**src/rtl/tcce_pkg.sv**
```systemverilog
`default_nettype none

package tcce_pkg;

  localparam int COLUMNS     = 80;
  localparam int ROWS        = 25;
  localparam int NUM_SCREENS = 2;

  localparam int CELLS     = COLUMNS * ROWS;
  localparam int MEM_DEPTH = NUM_SCREENS * CELLS;
  localparam int COL_W     = $clog2(COLUMNS + 1);
  localparam int ROW_W     = $clog2(ROWS);
  localparam int SCR_W     = (NUM_SCREENS > 1) ? $clog2(NUM_SCREENS) : 1;
  localparam int OFF_W     = $clog2(CELLS);
  localparam int AW        = $clog2(MEM_DEPTH);
  localparam int CELL_W    = 16;

  localparam logic [7:0] BLANK_CODE   = 8'd32;
  localparam logic [7:0] NEWLINE_CODE = 8'd10;

  localparam logic [2:0] REQ_PRINT  = 3'd0;
  localparam logic [2:0] REQ_DELETE = 3'd1;
  localparam logic [2:0] REQ_CLEAR  = 3'd2;
  localparam logic [2:0] REQ_SWITCH = 3'd3;
  localparam logic [2:0] REQ_READ   = 3'd4;

  localparam int CFG_IDX_W = 2;
  localparam logic [CFG_IDX_W-1:0] CFG_COLOR0 = CFG_IDX_W'(0);
  localparam logic [CFG_IDX_W-1:0] CFG_COLOR1 = CFG_IDX_W'(1);

  typedef struct packed {
    logic [2:0]  req_type;
    logic [7:0]  char_code;
    logic        screen_sel;
    logic [10:0] cell_index;
  } in_item_t;

  typedef struct packed {
    logic [10:0] cursor_index;
    logic [7:0]  cell_code;
    logic [7:0]  cell_color;
  } out_item_t;

  // operands for the shared address unit
  typedef struct packed {
    logic [SCR_W-1:0] scr;
    logic [ROW_W-1:0] row;
    logic [COL_W-1:0] col;
    logic [OFF_W-1:0] off;
    logic             use_rc;
  } addr_req_t;

  typedef struct packed {
    logic              we;
    logic [CELL_W-1:0] wdata;
  } mem_op_t;

  function automatic logic [CELL_W-1:0] make_cell(input logic [7:0] code,
                                                  input logic [SCR_W-1:0] scr,
                                                  input logic [7:0] c0,
                                                  input logic [7:0] c1);
    return {(scr == '0) ? c0 : c1, code};
  endfunction

  function automatic logic [10:0] cursor_lin(input logic [ROW_W-1:0] row,
                                             input logic [COL_W-1:0] col);
    logic [31:0] v;
    v = 32'(row) * 32'(COLUMNS) + 32'(col);
    return v[10:0];
  endfunction

endpackage

`default_nettype wire

```
**src/rtl/tcce_addr_unit.sv**
```systemverilog
`default_nettype none

module tcce_addr_unit (
  input  tcce_pkg::addr_req_t     req_i,
  output logic [tcce_pkg::AW-1:0] addr_o
);

  import tcce_pkg::*;

  logic [31:0] rc;
  logic [31:0] off;
  logic [31:0] lin;

  always_comb begin
    rc  = 32'(req_i.row) * 32'(COLUMNS) + 32'(req_i.col);
    off = req_i.use_rc ? rc : 32'(req_i.off);
    lin = 32'(req_i.scr) * 32'(CELLS) + off;
  end

  assign addr_o = lin[AW-1:0];

endmodule

`default_nettype wire

```
**config.mk**
```make
export PLATFORM = sky130hd
export DESIGN_NAME = tcce_addr_unit
export DESIGN_NICKNAME = d
export VERILOG_FILES = /design/src/rtl/tcce_pkg.sv /design/src/rtl/tcce_addr_unit.sv
export SDC_FILE = /design/constraint.sdc
export NUM_CORES = 1
export LEC_CHECK = 0
export BUFFER_PORTS_ARGS = -buffer_cell sky130_fd_sc_hd__buf_2
export CAP_MARGIN = 20
export CORE_MARGIN = 4
export CORE_UTILIZATION = 43
export DETAILED_ROUTE_END_ITERATION = 12
export GPL_TIMING_DRIVEN = 0
export PLACE_DENSITY_LB_ADDON = 0.3
export SYNTH_ARGS = -nofsm -noshare
export SYNTH_HDL_FRONTEND = slang
export SYNTH_SLANG_ARGS = --single-unit
```
**constraint.sdc**
```tcl
create_clock -name vclk -period 3.2
set_input_delay 0.48 -clock vclk [all_inputs]
set_output_delay 0.48 -clock vclk [all_outputs]
set_load 0.02 [all_outputs]
```
==> summary.txt <==
Pwr
  – Switching power: 0.000200 W
  – Pwr Total: 0.000394 W
  – Pint: 0.000194 W
  – Sw Ratio: 50.8%
  – Max VDD drop: 0.000205 V
  – Leak Pwr: 0.519 nW
  – Clk pwr share: 0%
  – Gate power share: 100.0%
  – PwrDens: 352 nW/um^2
  – Reg power frac: 0%

Worst setup path
  – CP Class: in -> out
  – CP max FO: 3
  – Crit path DAT: 2950 ps
  – Critical Path Start: req_i[22]
  – Critical Path RT: 2720 ps
  – Worst Setup Start Kind: primary input
  – CP endpoint kind: output pin

Die
  – I/O pin count: 37
  – Row count: 13
  – Die area: 2210 sq um
  – Initial Util: 47.8%
  – Die height: 47.0 um
  – Core area: 1370 sq um
  – Die X: 47.0 um

Final layout
  – P&R area growth vs syn: 71.3%
  – Layout filler cell count: 84
  – Seq cells: 0
  – End-of-flow core utilization: 81.9%
  – Number of clock buffers in the layout: 0
  – Flip-flop and latch area: 0 sq um
  – Share of layout cells above drive strength 1: 66.9%
  – Antenna cell count: 0
  – Fin area: 1120 sq um
  – Layout Nets: 163

Timing
  – Worst-Margin Slew: 484 ps
  – RSZ-0062 raised after global routing: yes
  – Setup_tns: -450 ps
  – Fmax: 291 MHz
  – Final Max Slew Viols: 0
  – Final setup margin: -233 ps
  – Final Hold Fails: 0
  – Fin Hold WS: 1300 ps
  – Period minus WS final: 3430 ps
  – Rel. slew slack: 67.7%
  – Final setup fails: 3
  – Period utilization: 107%

Placement
  – Input/output buffers: 36
  – Placed cell area: 936 sq um
  – Placer Congestion: 0.743
  – Post-DP HPWL: 1.38 mm

Drt
  – # DRC: 0
  – Routed Antenna Nets: 0
  – Routed len/inst: 13.2 um
  – Total vias in the final route: 720
  – Iter 0 DRT Violations: 3
  – Final wirelength: 1.76 mm
  – First drt pass iteration count: 3
  – Routed vias/inst: 5.41

Status
  – Failing checks: negative setup slack
  – Status: finished, violations left

Global routing
  – Vias in the first global route: 653
  – GRT Total Usage: 15.5%
  – Initial antenna violation count: 0
  – Global-route wire length before repair: 2.61 mm
  – Met1 GRT Util: 20.9%
  – GR met2 Demand/Resource: 29.3%
  – Pin count of the biggest net entering global routing: 11
  – Met3 GRT Util: 0%
  – GRT overflow: 0
  – Top Usage Layer GRT: met2

Yosys
  – Synth top area cells: ha_1 (31%), xnor2_1 (15%), mux2_2 (12%), a21oi_1 (6.9%), fa_1 (6.1%)
  – Synth unique cells: 21
  – Fraction of the mapped netlist area in simple logic gates: 8.81%
  – Synth Area per Inst: 8.71 sq um
  – Post-Syn Nets: 118
  – Gate Count Post-Synth: 75
  – Synth area leader: ha_1
  – Post-synthesis mux area share: 14.4%
  – Netlist Area Pre-Place: 653 sq um
  – Post-synthesis sequential area ratio: 0%
  – XOR/XNOR Fraction of Synth Area: 18.8%
  – Synth Area in Compound Gates: 18.4%
  – Main combinational cell family by area after synthesis: adder cells
  – Post-synth top area share: 30.7%
  – YS warnings: 0
  – Post-Synth Adder-Cell Area: 36.8%

Min path
  – Worst Hold Class: in -> out
  – Hold Startpoint: req_i[14]

Job
  – Max_cap viols: 0
-- logic make-up (layout without fill, tap and decap cells) --
logic type	after synthesis	in the layout
adder cells (fa/ha/maj)	18	18
buffers and inverters	3	46
XOR/XNOR	14	14
multiplexers	8	8
AO/OA/AOI/OAI	18	18
AND/OR/NAND/NOR	14	14
-- worst max-delay path: stages --
cell	delay, ps
buf_8	100
ha_4	230
ha_4	160
fa_2	540
nand2_2	90
nor2_4	120
xnor2_1	80
mux2_4	280
ha_4	190
o41ai_4	360
xor2_2	180
buf_6	140
-- power groups by stage --
| stage | clock [W] | combinational [W] | sequential, W |
|---|---|---|---|
| CTS | 0 | 0.000363 | 0 |
| floorplan | 0 | 0.000229 | 0 |
| global route | 0 | 0.000427 | 0 |
| detailed placement | 0 | 0.000307 | 0 |
| global placement | 0 | 0.000300 | 0 |
| finish | 0 | 0.000394 | 0 |
-- per-layer routing --
| metal | vias up | share of wire [%] |
|---|---|---|
| met5 | - | 0 |
| met4 | 0 | 0 |
| met3 | 0 | 6.1 |
| met2 | 24 | 50 |
| met1 | 330 | 43 |
| li1 | 366 | - |
-- worst paths after layout --
kind	cells past startpoint	slack [ps]	to
max	12	-230	addr_o[11]
min	3	1300	addr_o[2]
-- cells in the mapped netlist --
cell	instances
nand2_1	2
buf_6	1
nor2_1	9
a41oi_1	1
a31oi_1	1
a311oi_1	1
nor2b_1	1
nor3_1	2
xnor2_1	11
o21ai_0	1
ha_1	16
a21o_1	3
mux2_2	7
fa_1	2
a21oi_1	9
clkbuf_1	1
o21bai_1	1
mux2_4	1
o41ai_2	1
xor2_1	3
inv_1	1
-- timing repair --
action / 4_1_cts / 5_1_grt
gates resized for setup: 18 / 11
pin swaps: 12 / 2
endpoints found under the setup margin: 3 / 4
setup buffers: 6 / 1
hold buffers: 0 / 0
-- cell usage in the layout, fill, tap and decap left out, drive strengths merged --
master / instances
nor2b: 1
a41oi: 1
xnor2: 11
inv: 1
a21oi: 9
fa: 2
a311oi: 1
nand2: 2
o21ai: 1
ha: 16
nor3: 2
mux2: 8
buf: 44
xor2: 3
a31oi: 1
o41ai: 1
o21bai: 1
clkbuf: 1
nor2: 9
a21o: 3
-- per-stage QoR --
step / cells / worst slack (ps)
after floorplan: 75 / -44.3
after global placement: 126 / -335
after detailed placement: 126 / -353
after CTS: 132 / -231
after global routing: 133 / -327
final: 133 / -233
-- layout make-up --
class | instances | area, sq um | share of cell area [%]
Buffer | 2 | 15.0 | 1.34
Inverter | 1 | 3.75 | 0.336
Multi-Input combinational cell | 72 | 821 | 73.4
Tap cell | 15 | 18.8 | 1.68
Timing Repair Buffer | 43 | 260 | 23.3
No activity file was read; power rests on OpenSTA's default activity.
