### src/rtl/tcce_pkg.sv
`default_nettype none

package tcce_pkg;

  localparam int COLUMNS     = 80;
  localparam int ROWS        = 25;
  localparam int NUM_SCREENS = 2;

  localparam int CELLS     = COLUMNS * ROWS;
  localparam int MEM_DEPTH = NUM_SCREENS * CELLS;
  localparam int COL_W     = $clog2(COLUMNS + 1);
  localparam int ROW_W     = $clog2(ROWS);
  localparam int SCR_W     = (NUM_SCREENS > 1) ? $clog2(NUM_SCREENS) : 1;
  localparam int OFF_W     = $clog2(CELLS);
  localparam int AW        = $clog2(MEM_DEPTH);
  localparam int CELL_W    = 16;

  localparam logic [7:0] BLANK_CODE   = 8'd32;
  localparam logic [7:0] NEWLINE_CODE = 8'd10;

  localparam logic [2:0] REQ_PRINT  = 3'd0;
  localparam logic [2:0] REQ_DELETE = 3'd1;
  localparam logic [2:0] REQ_CLEAR  = 3'd2;
  localparam logic [2:0] REQ_SWITCH = 3'd3;
  localparam logic [2:0] REQ_READ   = 3'd4;

  localparam int CFG_IDX_W = 2;
  localparam logic [CFG_IDX_W-1:0] CFG_COLOR0 = CFG_IDX_W'(0);
  localparam logic [CFG_IDX_W-1:0] CFG_COLOR1 = CFG_IDX_W'(1);

  typedef struct packed {
    logic [2:0]  req_type;
    logic [7:0]  char_code;
    logic        screen_sel;
    logic [10:0] cell_index;
  } in_item_t;

  typedef struct packed {
    logic [10:0] cursor_index;
    logic [7:0]  cell_code;
    logic [7:0]  cell_color;
  } out_item_t;

  // operands for the shared address unit
  typedef struct packed {
    logic [SCR_W-1:0] scr;
    logic [ROW_W-1:0] row;
    logic [COL_W-1:0] col;
    logic [OFF_W-1:0] off;
    logic             use_rc;
  } addr_req_t;

  typedef struct packed {
    logic              we;
    logic [CELL_W-1:0] wdata;
  } mem_op_t;

  function automatic logic [CELL_W-1:0] make_cell(input logic [7:0] code,
                                                  input logic [SCR_W-1:0] scr,
                                                  input logic [7:0] c0,
                                                  input logic [7:0] c1);
    return {(scr == '0) ? c0 : c1, code};
  endfunction

  function automatic logic [10:0] cursor_lin(input logic [ROW_W-1:0] row,
                                             input logic [COL_W-1:0] col);
    logic [31:0] v;
    v = 32'(row) * 32'(COLUMNS) + 32'(col);
    return v[10:0];
  endfunction

endpackage

`default_nettype wire

### src/rtl/tcce_seq.sv
`default_nettype none

module tcce_seq (
  input  logic                  clk_i,
  input  logic                  rst_ni,
  input  logic                  in_valid_i,
  output logic                  in_ready_o,
  input  tcce_pkg::in_item_t    in_item_i,
  input  logic [7:0]            color0_i,
  input  logic [7:0]            color1_i,
  output tcce_pkg::addr_req_t   areq_o,
  output tcce_pkg::mem_op_t     mop_o,
  input  logic [tcce_pkg::CELL_W-1:0] rdata_i,
  output logic                  res_valid_o,
  output tcce_pkg::out_item_t   res_o,
  input  logic                  res_take_i
);

  import tcce_pkg::*;

  localparam logic [3:0] ST_INIT     = 4'd0;
  localparam logic [3:0] ST_IDLE     = 4'd1;
  localparam logic [3:0] ST_DISPATCH = 4'd2;
  localparam logic [3:0] ST_NL       = 4'd3;
  localparam logic [3:0] ST_SC_RD    = 4'd4;
  localparam logic [3:0] ST_SC_WR    = 4'd5;
  localparam logic [3:0] ST_BLANK    = 4'd6;
  localparam logic [3:0] ST_WR_CHAR  = 4'd7;
  localparam logic [3:0] ST_DEL_WR   = 4'd8;
  localparam logic [3:0] ST_RD_WAIT  = 4'd9;
  localparam logic [3:0] ST_DONE     = 4'd10;

  localparam logic [OFF_W-1:0] PTR_LAST   = OFF_W'(CELLS - 1);
  localparam logic [OFF_W-1:0] SCROLL_END = OFF_W'(COLUMNS * (ROWS - 1) - 1);
  localparam logic [SCR_W-1:0] SCR_LAST   = SCR_W'(NUM_SCREENS - 1);

  logic [3:0]       state_q, state_d;
  logic [SCR_W-1:0] wscr_q, wscr_d;
  logic [SCR_W-1:0] cur_scr_q, cur_scr_d;
  logic [OFF_W-1:0] ptr_q, ptr_d;
  logic [COL_W-1:0] cur_col_q [NUM_SCREENS];
  logic [COL_W-1:0] cur_col_d [NUM_SCREENS];
  logic [ROW_W-1:0] cur_row_q [NUM_SCREENS];
  logic [ROW_W-1:0] cur_row_d [NUM_SCREENS];
  in_item_t         req_q, req_d;
  logic             after_nl_q, after_nl_d;
  logic             clr_mode_q, clr_mode_d;
  logic [7:0]       rd_code_q, rd_code_d;
  logic [7:0]       rd_color_q, rd_color_d;

  logic [COL_W-1:0] col;
  logic [ROW_W-1:0] row;
  logic [31:0]      idx32;
  logic             sel_ok;

  assign col    = cur_col_q[wscr_q];
  assign row    = cur_row_q[wscr_q];
  assign idx32  = 32'(req_q.cell_index);
  assign sel_ok = 32'(req_q.screen_sel) < 32'(NUM_SCREENS);

  assign in_ready_o  = (state_q == ST_IDLE);
  assign res_valid_o = (state_q == ST_DONE);

  always_comb begin
    res_o.cursor_index = cursor_lin(row, col);
    res_o.cell_code    = rd_code_q;
    res_o.cell_color   = rd_color_q;
  end

  always_comb begin
    state_d    = state_q;
    wscr_d     = wscr_q;
    cur_scr_d  = cur_scr_q;
    ptr_d      = ptr_q;
    cur_col_d  = cur_col_q;
    cur_row_d  = cur_row_q;
    req_d      = req_q;
    after_nl_d = after_nl_q;
    clr_mode_d = clr_mode_q;
    rd_code_d  = rd_code_q;
    rd_color_d = rd_color_q;

    areq_o.scr    = wscr_q;
    areq_o.row    = row;
    areq_o.col    = col;
    areq_o.off    = ptr_q;
    areq_o.use_rc = 1'b0;
    mop_o.we      = 1'b0;
    mop_o.wdata   = make_cell(BLANK_CODE, wscr_q, color0_i, color1_i);

    case (state_q)
      ST_INIT: begin
        mop_o.we    = 1'b1;
        mop_o.wdata = '0;
        if (ptr_q == PTR_LAST) begin
          ptr_d = '0;
          if (wscr_q == SCR_LAST) begin
            wscr_d  = '0;
            state_d = ST_IDLE;
          end else begin
            wscr_d = wscr_q + SCR_W'(1);
          end
        end else begin
          ptr_d = ptr_q + OFF_W'(1);
        end
      end
      ST_IDLE: begin
        if (in_valid_i) begin
          req_d      = in_item_i;
          wscr_d     = cur_scr_q;
          rd_code_d  = '0;
          rd_color_d = '0;
          state_d    = ST_DISPATCH;
        end
      end
      ST_DISPATCH: begin
        case (req_q.req_type)
          REQ_PRINT: begin
            if (req_q.char_code == NEWLINE_CODE) begin
              after_nl_d = 1'b0;
              state_d    = ST_NL;
            end else if (col >= COL_W'(COLUMNS)) begin
              after_nl_d = 1'b1;
              state_d    = ST_NL;
            end else begin
              state_d = ST_WR_CHAR;
            end
          end
          REQ_DELETE: begin
            if (col == '0) begin
              if (row != '0) begin
                cur_row_d[wscr_q] = row - ROW_W'(1);
                cur_col_d[wscr_q] = COL_W'(COLUMNS - 1);
              end
            end else begin
              cur_col_d[wscr_q] = col - COL_W'(1);
            end
            state_d = ST_DEL_WR;
          end
          REQ_CLEAR: begin
            if (sel_ok) begin
              wscr_d     = SCR_W'(req_q.screen_sel);
              ptr_d      = '0;
              clr_mode_d = 1'b1;
              state_d    = ST_BLANK;
            end else begin
              state_d = ST_DONE;
            end
          end
          REQ_SWITCH: begin
            if (sel_ok) begin
              cur_scr_d = SCR_W'(req_q.screen_sel);
              wscr_d    = SCR_W'(req_q.screen_sel);
            end
            state_d = ST_DONE;
          end
          REQ_READ: begin
            if (idx32 < 32'(CELLS)) begin
              areq_o.off = idx32[OFF_W-1:0];
              state_d    = ST_RD_WAIT;
            end else begin
              state_d = ST_DONE;
            end
          end
          default: begin
            state_d = ST_DONE;
          end
        endcase
      end
      ST_NL: begin
        cur_col_d[wscr_q] = '0;
        if (row < ROW_W'(ROWS - 1)) begin
          cur_row_d[wscr_q] = row + ROW_W'(1);
          state_d = after_nl_q ? ST_WR_CHAR : ST_DONE;
        end else begin
          ptr_d   = '0;
          state_d = ST_SC_RD;
        end
      end
      ST_SC_RD: begin
        areq_o.off = ptr_q + OFF_W'(COLUMNS);
        state_d    = ST_SC_WR;
      end
      ST_SC_WR: begin
        mop_o.we    = 1'b1;
        mop_o.wdata = rdata_i;
        ptr_d       = ptr_q + OFF_W'(1);
        if (ptr_q == SCROLL_END) begin
          clr_mode_d = 1'b0;
          state_d    = ST_BLANK;
        end else begin
          state_d = ST_SC_RD;
        end
      end
      ST_BLANK: begin
        mop_o.we = 1'b1;
        if (ptr_q == PTR_LAST) begin
          if (clr_mode_q) begin
            cur_col_d[wscr_q] = '0;
            cur_row_d[wscr_q] = '0;
            wscr_d  = cur_scr_q;
            state_d = ST_DONE;
          end else begin
            state_d = after_nl_q ? ST_WR_CHAR : ST_DONE;
          end
        end else begin
          ptr_d = ptr_q + OFF_W'(1);
        end
      end
      ST_WR_CHAR: begin
        areq_o.use_rc     = 1'b1;
        mop_o.we          = 1'b1;
        mop_o.wdata       = make_cell(req_q.char_code, wscr_q, color0_i, color1_i);
        cur_col_d[wscr_q] = col + COL_W'(1);
        state_d           = ST_DONE;
      end
      ST_DEL_WR: begin
        areq_o.use_rc = 1'b1;
        mop_o.we      = 1'b1;
        state_d       = ST_DONE;
      end
      ST_RD_WAIT: begin
        rd_code_d  = rdata_i[7:0];
        rd_color_d = rdata_i[15:8];
        state_d    = ST_DONE;
      end
      ST_DONE: begin
        if (res_take_i) begin
          state_d = ST_IDLE;
        end
      end
      default: begin
        state_d = ST_IDLE;
      end
    endcase
  end

  always_ff @(posedge clk_i or negedge rst_ni) begin
    if (!rst_ni) begin
      state_q   <= ST_INIT;
      wscr_q    <= '0;
      cur_scr_q <= '0;
      ptr_q     <= '0;
      for (int i = 0; i < NUM_SCREENS; i++) begin
        cur_col_q[i] <= '0;
        cur_row_q[i] <= '0;
      end
    end else begin
      state_q   <= state_d;
      wscr_q    <= wscr_d;
      cur_scr_q <= cur_scr_d;
      ptr_q     <= ptr_d;
      cur_col_q <= cur_col_d;
      cur_row_q <= cur_row_d;
    end
  end

  always_ff @(posedge clk_i) begin
    req_q      <= req_d;
    after_nl_q <= after_nl_d;
    clr_mode_q <= clr_mode_d;
    rd_code_q  <= rd_code_d;
    rd_color_q <= rd_color_d;
  end

endmodule

`default_nettype wire

### config.mk
export PLATFORM = sky130hd
export DESIGN_NAME = tcce_seq
export DESIGN_NICKNAME = d
export VERILOG_FILES = /design/src/rtl/tcce_pkg.sv /design/src/rtl/tcce_seq.sv
export SDC_FILE = /design/constraint.sdc
export NUM_CORES = 1
export LEC_CHECK = 0
export BUFFER_PORTS_ARGS = -buffer_cell sky130_fd_sc_hd__buf_2
export CAP_MARGIN = 20
export CORE_ASPECT_RATIO = 1.1
export CORE_MARGIN = 1
export CORE_UTILIZATION = 36
export CTS_CLUSTER_DIAMETER = 150
export DETAILED_ROUTE_END_ITERATION = 16
export PLACE_DENSITY_LB_ADDON = 0.1
export SLEW_MARGIN = 20
export SYNTH_ARGS = -nofsm -noshare
export SYNTH_HDL_FRONTEND = slang
export SYNTH_SLANG_ARGS = --single-unit
### constraint.sdc
create_clock -name clk_i -period 4.2 [get_ports clk_i]
set_input_delay 1.05 -clock clk_i [delete_from_list [all_inputs] [get_ports clk_i]]
set_output_delay 1.05 -clock clk_i [all_outputs]
set_load 0.01 [all_outputs]
==> results.cfg <==
[sta]
timing.final.ws_setup_ps = 158
finalCriticalPeriod_ps = 4040
hold_violations = 0
timing.slew.headroom = 0.296
fmax_mhz = 247
worst_pin_slew_ps = 1060
post-route-period-util = 0.962
skew_ps = 4.11
setup_viol = 0
whs_ps = 512
drv_slew = 0

[run]
drv_cap = 0

[cells_and_area]
multi_input_area_um2 = 3290
insertedDiodeCount = 0
ff_latch_area_um2 = 2260
final_layout_size_suffix_gt1_frac = 0.296
fin_nets = 790
area_growth_syn_to_layout_pct = 20.1
layout_common_cells = buf_2 (128), o21ai_0 (50), edfxtp_1 (41), dfrtp_1 (40), nor2_1 (33)
final_common_cell = buf_2
n_fill_cell = 1551
final-instance-count-excl-fill = 917

[route]
drc_errors = 0
wl_met2_mm = 8.16
vias_per_cell = 5.75
top_layer_used = met4
drt_wl_total_mm = 16.7
drt-met1-wl_mm = 7.27
drt_iter0_drc = 345
post_drt_wl_per_cell_um = 18.3
ant_nets = 0
num_vias = 5272
firstDrtPassIters = 5
met3WireLength_um = 788

[clock_network]
root_buffer = clkbuf_16
cts_tree = built
htree_num_levels = 3
cts_hold_buf = 0
clkTransAtPathRegs_ps = 60
clock_latency_ps = 340
clock_path_buffers = 2
cts_buffers = 9
cts_sinks = 82

[synth]
syn_inst = 594
syn_nets = 672
syn_area_per_cell_um2 = 9.79
syn_area_um2 = 5810
yosys.area_share.simple = 0.193
synth_flop_cell = edfxtp_1
yosysUniqueCellTypes = 86
synth_compound_area_frac = 0.221
ys_async_sr_fraction = 0.500
synth_xor_area_frac = 0.0256
ys_seq_area_frac = 0.388
synth_top_family_by_area = compound AO/OA/AOI/OAI gates
synth_seq_cells = 82
synth_edf_count = 41
synth_fa_ha_area_frac = 0.0452
synthMuxAreaShare = 0.0777
ys_warn_count = 0

[placement]
gp_congestion = 0.882
port_buffers = 129
dp.cells = 898
dpl.hpwl_mm = 12.3
pre_cts_slack_ps = 408

[worst_setup_path]
crit_family = adder cells
worstPathRequired_ps = 3150
cp.arrival_ps = 2990
worstSetupPathType = flip-flop to output pin
start_kind = flip-flop
cp_max_fo = 12
crit_buf_inv = 2
cp_cell_sequence = mux2i_1, inv_1, ha_1, ha_1, fa_1, xor2_1, nand2_1, nor2_1, xnor2_1, buf_2
crit_top_cell = ha_1
slowest_stage = dfrtp_4
end_kind = output pin
max_stage_delay_ps = 530

[die]
initial_core_util = 0.369
die_w_um = 123
core_um2 = 15700
die_area_um2 = 16700
die_h_um = 135
rows = 48
boundaryPins = 130

[hold_path]
worstHoldPathType = flip-flop to flip-flop

[global_routing]
antenna_found_initial = 0
grt-ovfl-total = 0
grtUsageTotal = 0.205
grt_pass1_wl_mm = 26.6
grt_pass1_vias = 5169
grt_max_degree = 42

[power]
power_leakage_nw = 2.90
powerDensity_nw_per_um2 = 795
vdd_ir_drop_max_mv = 0.304
power_mw = 5.55

[run_status]
status = finished, final reports clean
[path summary, 6_finish.rpt]
check	from	endpoint	slack (ps)	cells past startpoint
min in group asynchronous	rst_ni	async pin	700	1
min reg2reg	flip-flop	flip-flop	510	1
max in group asynchronous	rst_ni	wscr_q$_DFFE_PN0P_	3050	1
max reg2reg	wscr_q$_DFFE_PN0P_	flip-flop	820	9
min	flip-flop	flip-flop	510	1
max	wscr_q$_DFFE_PN0P_	res_o[26]	160	10
[power breakdown]
part / switching, mW / total, mW / leakage [nW] / internal, mW
Sequential: 0.240 / 1.32 / 0.898 / 1.08
Clock: 0.347 / 0.812 / 0.135 / 0.465
Combinational: 1.97 / 3.42 / 1.87 / 1.45
Total: 2.56 / 5.55 / 2.90 / 2.99
[cell type report]
| class | count | area share |
|---|---|---|
| clock buffers | 9 | 0.0323 |
| clock inverters | 7 | 0.0111 |
| well taps | 200 | 0.0358 |
| multi-input cells | 446 | 0.471 |
| inverters | 26 | 0.0140 |
| flip-flops and latches | 82 | 0.324 |
| repair buffers | 147 | 0.112 |
[routing by layer]
| metal | vias up | track usage |
|---|---|---|
| li1 | 2510 | - |
| met1 | 2532 | 0.258 |
| met2 | 192 | 0.340 |
| met3 | 38 | 0.0299 |
| met4 | 0 | 0.102 |
| met5 | - | 0 |
[logic make-up after synthesis]
kind of cell,Yosys count
compound gates,174
xor+xnor,17
fa+ha+maj,20
buf+inv,66
flops,82
mux,42
simple gates,193
[cells in the mapped netlist, types with 6 or more instances]
| master | n | area (um^2) |
|---|---|---|
| buf_4 | 6 | 45.0 |
| clkbuf_1 | 20 | 75.1 |
| a21oi_1 | 19 | 95.1 |
| nor3_1 | 11 | 55.1 |
| ha_1 | 17 | 213 |
| edfxtp_1 | 41 | 1230 |
| nand4_1 | 6 | 37.5 |
| nand2_1 | 31 | 116 |
| nand3_1 | 15 | 75.1 |
| and2_1 | 18 | 113 |
| inv_1 | 25 | 93.8 |
| buf_2 | 11 | 55.1 |
| nor4_1 | 12 | 75.1 |
| mux2_2 | 25 | 282 |
| o22ai_1 | 6 | 37.5 |
| dfrtp_1 | 41 | 1030 |
| mux2i_1 | 17 | 170 |
| a22o_1 | 11 | 96.3 |
| nor2_1 | 33 | 124 |
| o21ai_0 | 50 | 250 |
| nand2b_1 | 9 | 56.3 |
| nor2b_1 | 10 | 62.6 |
| nor4b_1 | 6 | 52.6 |
| o31ai_1 | 6 | 45.0 |
| xnor2_1 | 12 | 105 |
[through the flow]
step	TNS (ps)	instance area, um^2	utilization
final	0	6980	0.444
after floorplan	0	5810	-
after CTS	0	6950	0.442
after global routing	-1.93	6980	0.444
after detailed placement	0	6650	0.422
after global placement	0	6650	0.422
[timing repair]
item,in CTS,in global routing
buffers inserted,0,3
setup endpoints to repair,0,1
resized for setup,0,2
Power figures use the tool's default switching activity.
